`config.mk`:
```
export PLATFORM = sky130hd
export DESIGN_NAME = i2c_master_byte_engine
export DESIGN_NICKNAME = d
export VERILOG_FILES = /design/src/rtl/i2cm_pkg.sv /design/src/rtl/i2c_master_byte_engine.sv /design/src/rtl/i2cm_front.sv /design/src/rtl/i2cm_back.sv
export SDC_FILE = /design/constraint.sdc
export NUM_CORES = 1
export LEC_CHECK = 0
export BUFFER_PORTS_ARGS = -buffer_cell sky130_fd_sc_hd__buf_2
export CORE_UTILIZATION = 52
export CTS_BUF_LIST = sky130_fd_sc_hd__clkbuf_8
export DETAILED_ROUTE_END_ITERATION = 16
export PLACE_DENSITY = 0.74
export SLEW_MARGIN = 5
export SYNTH_ARGS = -nofsm -noshare
export SYNTH_HDL_FRONTEND = slang
export SYNTH_SLANG_ARGS = --single-unit
```
`constraint.sdc`:
```
create_clock -name clk -period 4.2 [get_ports clk]
set_input_delay 0.84 -clock clk [delete_from_list [all_inputs] [get_ports clk]]
set_output_delay 0.84 -clock clk [all_outputs]
set_load 0.05 [all_outputs]
```
`src/rtl/i2cm_pkg.sv`:
```
// ----------------------------------------------------------------------------
// i2cm_pkg
// Shared types and codes for the I2C master byte engine: operation codes,
// tick beat payloads and the classified queue entry.
// ----------------------------------------------------------------------------
package i2cm_pkg;

  // Operation codes (command field and engine operation register)
  localparam logic [2:0] OP_IDLE  = 3'd0;
  localparam logic [2:0] OP_START = 3'd1;
  localparam logic [2:0] OP_STOP  = 3'd2;
  localparam logic [2:0] OP_WRITE = 3'd3;
  localparam logic [2:0] OP_READ  = 3'd4;

  // Bit that marks the acknowledge slot of a byte (bit count of 8 or more)
  localparam int unsigned ACK_SLOT_BIT = 3;

  // Depth of the queue between classifier and engine
  localparam int unsigned Q_DEPTH = 2;

  // One tick beat into the block
  typedef struct packed {
    logic [2:0] command;
    logic [7:0] write_data;
    logic       send_ack;
    logic       sda_sample;
  } tick_in_t;

  // One tick beat out of the block
  typedef struct packed {
    logic       scl_level;
    logic       sda_release;
    logic       busy_res;
    logic       done_res;
    logic [7:0] read_byte;
    logic       ack_nack;
  } tick_out_t;

  // Classified tick: command decoded to a legal operation or idle
  typedef struct packed {
    logic [2:0] op;
    logic [7:0] write_data;
    logic       send_ack;
    logic       sda_sample;
  } tick_cls_t;

endpackage

```
`src/rtl/i2c_master_byte_engine.sv`:
```
// ----------------------------------------------------------------------------
// i2c_master_byte_engine
// I2C master bus engine stepped by one tick beat per bus delay period.
//
// Channels: cmd (valid/ready, tick_in_t) carries one tick: a command code,
// the byte to write, the ACK choice for a read and the sampled SDA level.
// res (valid/ready, tick_out_t) returns one beat per tick: SCL level, SDA
// release, busy, done, the last read byte and the last write acknowledge.
// Commands arriving while a command runs are ignored.
// Start and stop take 3 ticks, write and read byte 19 ticks each.
// A tick's beat is written into the classifier queue and, once popped, stepped
// into the engine output register, which holds the result until res takes it.
// Throughput: one tick per cycle while res_ready stays high.
// Reset (rst, synchronous): engine idle, SCL high, SDA released, read byte
// and acknowledge zero, queue and output register empty.
// Stall: when res_ready is low the output register holds its beat, the
// engine stops, and the 2-entry queue fills before cmd_ready drops.
// ----------------------------------------------------------------------------
module i2c_master_byte_engine
  import i2cm_pkg::*;
(
  input  logic      clk,
  input  logic      rst,
  input  logic      cmd_valid,
  output logic      cmd_ready,
  input  tick_in_t  cmd,
  output logic      res_valid,
  input  logic      res_ready,
  output tick_out_t res
);

  logic      q_valid;
  logic      q_pop;
  tick_cls_t q_item;

  // Classifier and tick queue
  i2cm_front u_front (
    .clk       (clk),
    .rst       (rst),
    .cmd_valid (cmd_valid),
    .cmd_ready (cmd_ready),
    .cmd       (cmd),
    .q_valid   (q_valid),
    .q_pop     (q_pop),
    .q_item    (q_item)
  );

  // Bus engine and output register
  i2cm_back u_back (
    .clk       (clk),
    .rst       (rst),
    .q_valid   (q_valid),
    .q_pop     (q_pop),
    .q_item    (q_item),
    .res_valid (res_valid),
    .res_ready (res_ready),
    .res       (res)
  );

endmodule

```
`src/rtl/i2cm_front.sv`:
```
// ----------------------------------------------------------------------------
// i2cm_front
// Accepts tick beats, decodes the command code (undefined codes become no
// command) and holds classified ticks in a small queue for the engine.
// ----------------------------------------------------------------------------
module i2cm_front
  import i2cm_pkg::*;
(
  input  logic      clk,
  input  logic      rst,
  input  logic      cmd_valid,
  output logic      cmd_ready,
  input  tick_in_t  cmd,
  output logic      q_valid,
  input  logic      q_pop,
  output tick_cls_t q_item
);

  localparam int unsigned PtrW = (Q_DEPTH > 1) ? $clog2(Q_DEPTH) : 1;
  localparam int unsigned CntW = $clog2(Q_DEPTH + 1);

  tick_cls_t         entries [Q_DEPTH];
  logic [PtrW-1:0]   wr_ptr;
  logic [PtrW-1:0]   rd_ptr;
  logic [CntW-1:0]   count;
  tick_cls_t         cls;
  logic              push;

  // Classify the incoming beat
  always_comb begin
    cls            = '0;
    cls.write_data = cmd.write_data;
    cls.send_ack   = cmd.send_ack;
    cls.sda_sample = cmd.sda_sample;
    if (cmd.command == OP_START || cmd.command == OP_STOP ||
        cmd.command == OP_WRITE || cmd.command == OP_READ) begin
      cls.op = cmd.command;
    end else begin
      cls.op = OP_IDLE;
    end
  end

  assign cmd_ready = (count != CntW'(Q_DEPTH));
  assign push      = cmd_valid && cmd_ready;
  assign q_valid   = (count != '0);
  assign q_item    = entries[rd_ptr];

  // Queue storage
  always_ff @(posedge clk) begin
    if (push) begin
      entries[wr_ptr] <= cls;
    end
  end

  // Queue pointers and fill count
  always_ff @(posedge clk) begin
    if (rst) begin
      wr_ptr <= '0;
      rd_ptr <= '0;
      count  <= '0;
    end else begin
      if (push) begin
        wr_ptr <= (wr_ptr == PtrW'(Q_DEPTH - 1)) ? '0 : wr_ptr + 1'b1;
      end
      if (q_pop) begin
        rd_ptr <= (rd_ptr == PtrW'(Q_DEPTH - 1)) ? '0 : rd_ptr + 1'b1;
      end
      unique case ({push, q_pop})
        2'b10:   count <= count + 1'b1;
        2'b01:   count <= count - 1'b1;
        default: count <= count;
      endcase
    end
  end

endmodule

```
`src/rtl/i2cm_back.sv`:
```
// ----------------------------------------------------------------------------
// i2cm_back
// Bus engine: advances the running command one phase per tick, drives the
// SCL/SDA levels and holds each tick's result in an output register.
// ----------------------------------------------------------------------------
module i2cm_back
  import i2cm_pkg::*;
(
  input  logic      clk,
  input  logic      rst,
  input  logic      q_valid,
  output logic      q_pop,
  input  tick_cls_t q_item,
  output logic      res_valid,
  input  logic      res_ready,
  output tick_out_t res
);

  // Engine state
  logic [2:0] operation;
  logic [1:0] phase;
  logic [3:0] bit_index;
  logic [7:0] shift_byte;
  logic       ack_choice;
  logic       scl_reg;
  logic       sda_reg;
  logic       ack_reg;
  logic [7:0] last_read;

  logic [2:0] operation_next;
  logic [1:0] phase_next;
  logic [3:0] bit_index_next;
  logic [7:0] shift_byte_next;
  logic       ack_choice_next;
  logic       scl_next;
  logic       sda_next;
  logic       ack_next;
  logic [7:0] last_read_next;
  logic       busy;
  logic       done;

  // Take a tick when the output register is free or being drained
  assign q_pop = q_valid && (!res_valid || res_ready);

  // One tick of the bus sequencer
  always_comb begin
    operation_next  = operation;
    phase_next      = phase;
    bit_index_next  = bit_index;
    shift_byte_next = shift_byte;
    ack_choice_next = ack_choice;
    scl_next        = scl_reg;
    sda_next        = sda_reg;
    ack_next        = ack_reg;
    last_read_next  = last_read;
    done            = 1'b0;

    // Launch a new command only when idle
    if (operation == OP_IDLE && q_item.op != OP_IDLE) begin
      operation_next = q_item.op;
      phase_next     = '0;
      bit_index_next = '0;
      if (q_item.op == OP_WRITE) begin
        shift_byte_next = q_item.write_data;
      end
      if (q_item.op == OP_READ) begin
        shift_byte_next = '0;
        ack_choice_next = q_item.send_ack;
      end
    end

    busy = (operation_next != OP_IDLE);

    if (busy) begin
      unique case (operation_next)
        OP_START: begin
          if (phase_next == 2'd0) begin
            scl_next = 1'b1; sda_next = 1'b1; phase_next = 2'd1;
          end else if (phase_next == 2'd1) begin
            scl_next = 1'b1; sda_next = 1'b0; phase_next = 2'd2;
          end else begin
            scl_next = 1'b0; sda_next = 1'b0; done = 1'b1;
          end
        end
        OP_STOP: begin
          if (phase_next == 2'd0) begin
            scl_next = 1'b0; sda_next = 1'b0; phase_next = 2'd1;
          end else if (phase_next == 2'd1) begin
            scl_next = 1'b1; sda_next = 1'b0; phase_next = 2'd2;
          end else begin
            scl_next = 1'b1; sda_next = 1'b1; done = 1'b1;
          end
        end
        OP_WRITE: begin
          if (!bit_index_next[ACK_SLOT_BIT]) begin
            // data bit, MSB first
            sda_next = shift_byte_next[7];
            if (phase_next == 2'd0) begin
              scl_next   = 1'b0;
              phase_next = 2'd1;
            end else begin
              scl_next        = 1'b1;
              shift_byte_next = {shift_byte_next[6:0], 1'b0};
              bit_index_next  = bit_index_next + 4'd1;
              phase_next      = 2'd0;
            end
          end else begin
            // acknowledge slot: release SDA, sample on the high phase
            sda_next = 1'b1;
            if (phase_next == 2'd0) begin
              scl_next   = 1'b0;
              phase_next = 2'd1;
            end else if (phase_next == 2'd1) begin
              scl_next   = 1'b1;
              ack_next   = q_item.sda_sample;
              phase_next = 2'd2;
            end else begin
              scl_next = 1'b0;
              done     = 1'b1;
            end
          end
        end
        default: begin
          // read byte
          if (!bit_index_next[ACK_SLOT_BIT]) begin
            sda_next = 1'b1;
            if (phase_next == 2'd0) begin
              scl_next   = 1'b0;
              phase_next = 2'd1;
            end else begin
              scl_next        = 1'b1;
              shift_byte_next = {shift_byte_next[6:0], q_item.sda_sample};
              bit_index_next  = bit_index_next + 4'd1;
              phase_next      = 2'd0;
            end
          end else begin
            sda_next = !ack_choice_next;
            if (phase_next == 2'd0) begin
              scl_next   = 1'b0;
              phase_next = 2'd1;
            end else if (phase_next == 2'd1) begin
              scl_next   = 1'b1;
              phase_next = 2'd2;
            end else begin
              scl_next       = 1'b0;
              last_read_next = shift_byte_next;
              done           = 1'b1;
            end
          end
        end
      endcase

      if (done) begin
        operation_next = OP_IDLE;
        phase_next     = '0;
        bit_index_next = '0;
      end
    end
  end

  // State registers
  always_ff @(posedge clk) begin
    if (rst) begin
      operation  <= OP_IDLE;
      phase      <= '0;
      bit_index  <= '0;
      shift_byte <= '0;
      ack_choice <= 1'b0;
      scl_reg    <= 1'b1;
      sda_reg    <= 1'b1;
      ack_reg    <= 1'b0;
      last_read  <= '0;
    end else if (q_pop) begin
      operation  <= operation_next;
      phase      <= phase_next;
      bit_index  <= bit_index_next;
      shift_byte <= shift_byte_next;
      ack_choice <= ack_choice_next;
      scl_reg    <= scl_next;
      sda_reg    <= sda_next;
      ack_reg    <= ack_next;
      last_read  <= last_read_next;
    end
  end

  // Output register
  always_ff @(posedge clk) begin
    if (rst) begin
      res_valid <= 1'b0;
    end else if (q_pop) begin
      res_valid <= 1'b1;
    end else if (res_ready) begin
      res_valid <= 1'b0;
    end
  end

  always_ff @(posedge clk) begin
    if (q_pop) begin
      res.scl_level   <= scl_next;
      res.sda_release <= sda_next;
      res.busy_res    <= busy;
      res.done_res    <= done;
      res.read_byte   <= last_read_next;
      res.ack_nack    <= ack_next;
    end
  end

endmodule

```
==> flow_summary_export.csv, run 1 <==
group,metric,value,unit
status,status,"complete, no violations",
timing,finalHoldViolations,0,
final_layout,n_antenna_cell,0,
clock_tree,clockRootBuffer,"clkbuf_8",
grt,antenna_found_initial,0,
final_layout,area_growth,12.4,%
route,ant_nets,0,
worst_setup_path,crit_fanout,12,
timing,slew_violations,0,
timing,tns,0,ns
grt,grt_first_pass_wirelength,11300,um
timing,rsz0062_at_grt,"false",
floorplanning,fp.dieH,83.7,um
placed_design,dpl.hpwl,4750,um
clock_tree,cts_resized,0,
yosys,synth_edf_count,39,
yosys,seq_area_frac_synth,53.9,%
yosys,ys_ff_latch,74,
floorplanning,fp.dieArea,7010,um2
yosys,synth_cell_types,56,
clock_tree,cts_tree,"done",
worst_setup_path,end_kind,"flip-flop",
timing,maxSlewHeadroom,32.8,%
placed_design,portBuffers,31,
yosys,synth_xor_area_share,1.51,%
yosys,syn_area,3470,um2
yosys,ys_warn_count,0,
yosys,synthArstFlopShare,0,%
floorplanning,core,6390,um2
final_layout,nNetsFinal,382,
final_layout,fin_util,61.1,%
clock_tree,numCtsBuffers,9,
final_layout,largest_register_ffs,26,
clock_tree,cts_hold_buf,0,
route,firstDrtPassIters,5,
grt,first_global_vias,2350,
floorplanning,ioPinCount,32,
placed_design,gp_congestion,0.871,
timing,finalSetupViolCount,0,
worst_setup_path,worstPathArrival,3.29,ns
clock_tree,postCtsSetupBuffers,0,
clock_tree,cts_sinks,74,
timing,finClkSkew,0.00889,ns
floorplanning,fp-row-count,29,
hold_path,holdCritPathClass,"flip-flop to flip-flop",
yosys,synth_compound_area_share,15.1,%
yosys,synthMuxAreaShare,7.25,%
pwr,powerDensity,786,nW/um2
grt,overflow,0,
yosys,synth_fa_ha_area_share,1.08,%
route,viasPerCell,5.84,
worst_setup_path,cp.required,4.30,ns
final_layout,drive_gt1_share,21.5,%
timing,period_needed,3.19,ns
worst_setup_path,worst-setup-path-type,"flip-flop to flip-flop",
final_layout,largest_register,"u_front.entries",
clock_tree,h-tree-depth,3,
grt,grt_usage,20.7,%
route,wl_per_cell,15.5,um
floorplanning,initial_utilization,54.3,%
final_layout,final_cell_mix,"39 x edfxtp_1, 37 x nor2_1, 35 x dfxtp_1",
final_layout,top_regs,"u_front.entries x26, u_back.res x13",
route,drt_iter0_drc,246,
route,drc,0,
grt,grt_start_max_net_pins,34,
pwr,irDropWorstVdd,0.435,mV
timing,fmax,0.314,GHz
yosys,ys.flop_type,"edfxtp_1",
yosys,syn-instance-count,331,
worst_setup_path,crit_path_start_kind,"flip-flop",
final_layout,final_common_cell,"edfxtp_1",
timing,worst_pin_slew,1.00,ns
yosys,synth_top_family_by_area,"simple AND/OR/NAND/NOR gates",
yosys,yosys.area_share.simple,18.0,%
clock_tree,cts.clk_slew.worst_paths,0.09,ns
route,vias,2594,
pwr,power_leakage,0.00142,uW
clock_tree,clock_latency,0.35,ns
timing,fin_hold_ws,0.457,ns
timing,period_share,75.9,%
yosys,syn_area_per_cell,10.5,um2
yosys,synth_nets,351,
floorplanning,die_x,83.7,um
run,cap_violations,0,
clock_tree,cts_buffer_depth,2,
route,drt_wl_total,6890,um
[path summary, 6_finish.rpt]
check | start | endpoint | cells after the start | slack [ns]
hold reg to reg | u_back.last_read[6]$_SDFFE_PP0P_ | u_back.last_read[6]$_SDFFE_PP0P_ | 2 | 0.46
setup reg to reg | flip-flop | u_back.res[8]$_DFFE_PP_ | 7 | 1.01
setup / recovery | flip-flop | u_back.res[8]$_DFFE_PP_ | 7 | 1.01
hold / removal | u_back.last_read[6]$_SDFFE_PP0P_ | u_back.last_read[6]$_SDFFE_PP0P_ | 2 | 0.46
[cell usage after synthesis (5+ instances only)]
| library cell | n | area (um2) |
|---|---|---|
| dfxtp_1 | 35 | 701 |
| o22ai_1 | 9 | 56.3 |
| nand3_1 | 13 | 65.1 |
| a31oi_1 | 5 | 31.3 |
| a21oi_1 | 28 | 140 |
| edfxtp_1 | 39 | 1170 |
| clkbuf_1 | 12 | 45.0 |
| o21ai_0 | 10 | 50.1 |
| mux2i_1 | 6 | 60.1 |
| mux2_2 | 17 | 191 |
| nor2_1 | 37 | 139 |
| nand2_1 | 24 | 90.1 |
| nor3_1 | 12 | 60.1 |
[area by class of cell]
class / instances / area (um2)
tap: 77 / 96.3
multi-input combinational: 235 / 1490
sequential: 74 / 1870
clock inverter: 7 / 93.8
inverter: 3 / 11.3
fill: 532 / 2480
clock buffer: 9 / 124
timing repair buffer: 39 / 215
[logic make-up after synthesis]
family                   Yosys count
AND/OR/NAND/NOR                  123
AO/OA/AOI/OAI                     80
flip-flops                        74
multiplexers                      23
buffers and inverters             22
XOR/XNOR                           6
adder cells (fa/ha/maj)            3
[layer usage]
| layer | up-vias | GRT usage, % | part of all wire, % |
|---|---|---|---|
| li1 | 1300 | - | - |
| met1 | 1220 | 27.6 | 47 |
| met2 | 68 | 31.9 | 47 |
| met3 | 6 | 3.76 | 4.6 |
| met4 | 0 | 11.6 | 1.1 |
| met5 | - | 0 | 0 |
[through the flow]
step | cells | worst slack [ns] | power (uW) | instance area [um2]
after global placement | 428 | 1.16 | 2430 | 3680
final | 444 | 1.01 | 3070 | 3900
after detailed placement | 428 | 1.08 | 2460 | 3680
after floorplan | 331 | 1.17 | 2130 | 3470
after global routing | 444 | 0.804 | 3260 | 3900
after CTS | 444 | 1.03 | 3060 | 3900
[worst max-delay path: stages, from the launching register on]
cell and delay (ns):
dfxtp_1 0.42, mux2_2 0.41, o31ai_4 0.37, and2_2 0.24
inv_1 0.08, ha_1 0.31, nor4_4 0.70, mux2_2 0.42
[where the power goes]
part	total, uW	switching, uW	leakage, uW	internal, uW
sequential	1070	105	0.000655	970
combinational	1380	932	0.000658	452
clock	609	274	0.000111	334
Note: power is estimated with default switching activity, not from simulation.
==> run 2, diff against run 1 <==
PLACE_DENSITY = 0.77   (was 0.74)
clock period = 2.6 ns   (was 4.2 ns; I/O delays follow)
==> run 2 against run 1 <==
- final area increased by 10%
- sequential share of layout area decreased by 4.3 points
- utilization increased by 6.2 points
- critical path depth increased by 3
- highest routed layer unchanged
==> flow_summary_export.csv, run 2 (synthesis results as in run 1) <==
group,metric,value,unit
grt,grt_usage,21.7,%
timing,maxSlewHeadroom,59.7,%
route,firstDrtPassIters,5,
timing,tns,0,ns
hold_path,holdCritPathClass,"input pin to flip-flop",
placed_design,dpl.hpwl,4870,um
worst_setup_path,slowest_stage,"dfxtp_4",
worst_setup_path,cp_top_family,"multiplexers",
clock_tree,cts_tree,"done",
timing,slew_violations,0,
floorplanning,core,6390,um2
floorplanning,ioPinCount,32,
timing,period_share,97.8,%
clock_tree,h-tree-depth,3,
final_layout,final_cell_mix,"39 x edfxtp_1, 37 x nor2_1, 34 x dfxtp_1",
worst_setup_path,crit_fanout,7,
route,drt_wl_total,7350,um
clock_tree,cts_sinks,74,
timing,finalHoldViolations,0,
final_layout,multi_input_area,1570,um2
timing,fmax,0.393,GHz
final_layout,nNetsFinal,411,
worst_setup_path,rr_worst_depth,10,
final_layout,area_growth,23.9,%
pwr,power_leakage,0.00163,uW
final_layout,largest_register,"u_front.entries",
timing,finClkSkew,0.00800,ns
final_layout,final_area,4300,um2
route,wl_per_cell,15.5,um
timing,worst_pin_slew,0.604,ns
timing,finalSetupViolCount,0,
floorplanning,fp-row-count,29,
final_layout,n_antenna_cell,0,
placed_design,portBuffers,31,
grt,antenna_found_initial,0,
clock_tree,numCtsBuffers,9,
timing,rsz0062_at_grt,"true",
floorplanning,fp.dieH,83.7,um
route,viasPerCell,5.86,
floorplanning,die_x,83.7,um
pwr,powerDensity,1270,nW/um2
worst_setup_path,end_kind,"flip-flop",
worst_setup_path,worstPathArrival,2.65,ns
clock_tree,cts.clk_slew.worst_paths,0.08,ns
route,ant_nets,0,
final_layout,drive_gt1_share,29.3,%
worst_setup_path,crit_cells,10,
grt,grt_start_max_net_pins,23,
grt,overflow,0,
floorplanning,initial_utilization,54.3,%
route,drc,0,
placed_design,place_area,3870,um2
worst_setup_path,max_stage_delay,0.39,ns
timing,period_needed,2.54,ns
clock_tree,cts_buffer_depth,2,
grt,first_global_vias,2618,
final_layout,top_regs,"u_front.entries x26, u_back.res x13",
placed_design,gp_congestion,0.866,
worst_setup_path,crit_path_start_kind,"flip-flop",
pwr,irDropWorstVdd,0.673,mV
grt,grt_first_pass_wirelength,12000,um
route,vias,2774,
route,drt_iter0_drc,198,
timing,fin_hold_ws,0.355,ns
run,cap_violations,0,
clock_tree,clockRootBuffer,"clkbuf_8",
clock_tree,cts_hold_buf,0,
clock_tree,clock_latency,0.35,ns
worst_setup_path,crit_buf_inv,4,
worst_setup_path,cp.required,2.70,ns
final_layout,largest_register_ffs,26,
worst_setup_path,worst-setup-path-type,"flip-flop to flip-flop",
hold_path,hold_path_depth,1,
final_layout,n_fill_cell,464,
status,status,"complete, no violations",
final_layout,final_common_cell,"edfxtp_1",
worst_setup_path,cpMostUsedCell,"mux2_4",
final_layout,ff_latch_area,1880,um2
worst_setup_path,crit_chain,"mux2_4 -> o31ai_4 -> buf_4 -> nand2_2 -> ha_4 -> buf_6 -> nor4_4 -> clkbuf_16 -> buf_12 -> mux2_4",
floorplanning,fp.dieArea,7010,um2
-- run 2: cell count changes in the layout (fill, tap and decap cells not counted), sizes merged --
| cell | before | now |
|---|---|---|
| buf | 39 | 67 |
| bufinv | 2 | 4 |
| clkbuf | 9 | 10 |
| clkinv | 2 | 1 |
| clkinvlp | 1 | 0 |
-- run 2: final cells by class --
class                   instances  share of cell area [%]
repair buffers                 68                    11.1
multi-input cells             235                    36.5
well taps                      77                    2.24
clock inverters                 7                    3.29
inverters                       3                   0.320
flip-flops and latches         74                    43.6
clock buffers                   9                    2.88
-- run 2: worst reg2reg max path, stage by stage (launching register included) --
cell and delay, ns:
dfxtp_4 0.39, mux2_4 0.32, o31ai_4 0.26, buf_4 0.16
nand2_2 0.07, ha_4 0.20, buf_6 0.13, nor4_4 0.16
clkbuf_16 0.19, buf_12 0.12, mux2_4 0.30
-- run 2: timing repair --
action,in CTS,in global routing
setup endpoints to repair,2,15
pin swaps,0,4
buffers inserted,0,11
gates resized for setup,1,19
-- run 2: final timing paths --
kind,startpoint,endpoint,slack [ns]
worst min-delay path,cmd[6],u_front.entries[1][6]$_DFFE_PP_,0.36
worst min register to register,u_back.last_read[5]$_SDFFE_PP0P_,u_back.last_read[5]$_SDFFE_PP0P_,0.46
worst max register to register,flip-flop,u_back.res[3]$_DFFE_PP_,0.06
worst max-delay path,flip-flop,u_back.res[3]$_DFFE_PP_,0.06
-- run 2: through the flow --
step	power (uW)	setup WS, ns	cells	utilization, %
global placement	4090	0.0712	446	60.5
finish	5450	0.0581	473	67.3
detailed placement	4150	0.0187	446	60.5
CTS	5330	0.00943	462	64.7
global route	5760	-0.0586	473	67.3
floorplan	3480	-0.253	331	-
-- run 2: power by group --
part	switching [uW]	total, uW	internal [uW]
clock network	427	1160	736
logic	1620	2570	954
registers	145	1710	1570
total	2190	5450	3260
-- run 2: per-layer routing --
metal  part of all wire (%)  global-route usage [%]  vias up  routed length [um]
met3                    4.9                    5.04       15                 363
met5                      0                       0        -                   0
met2                     48                    34.9       98                3500
li1                       -                       -     1353                   -
met4                    1.9                    8.17        0                 137
met1                     46                    28.7     1308                3360
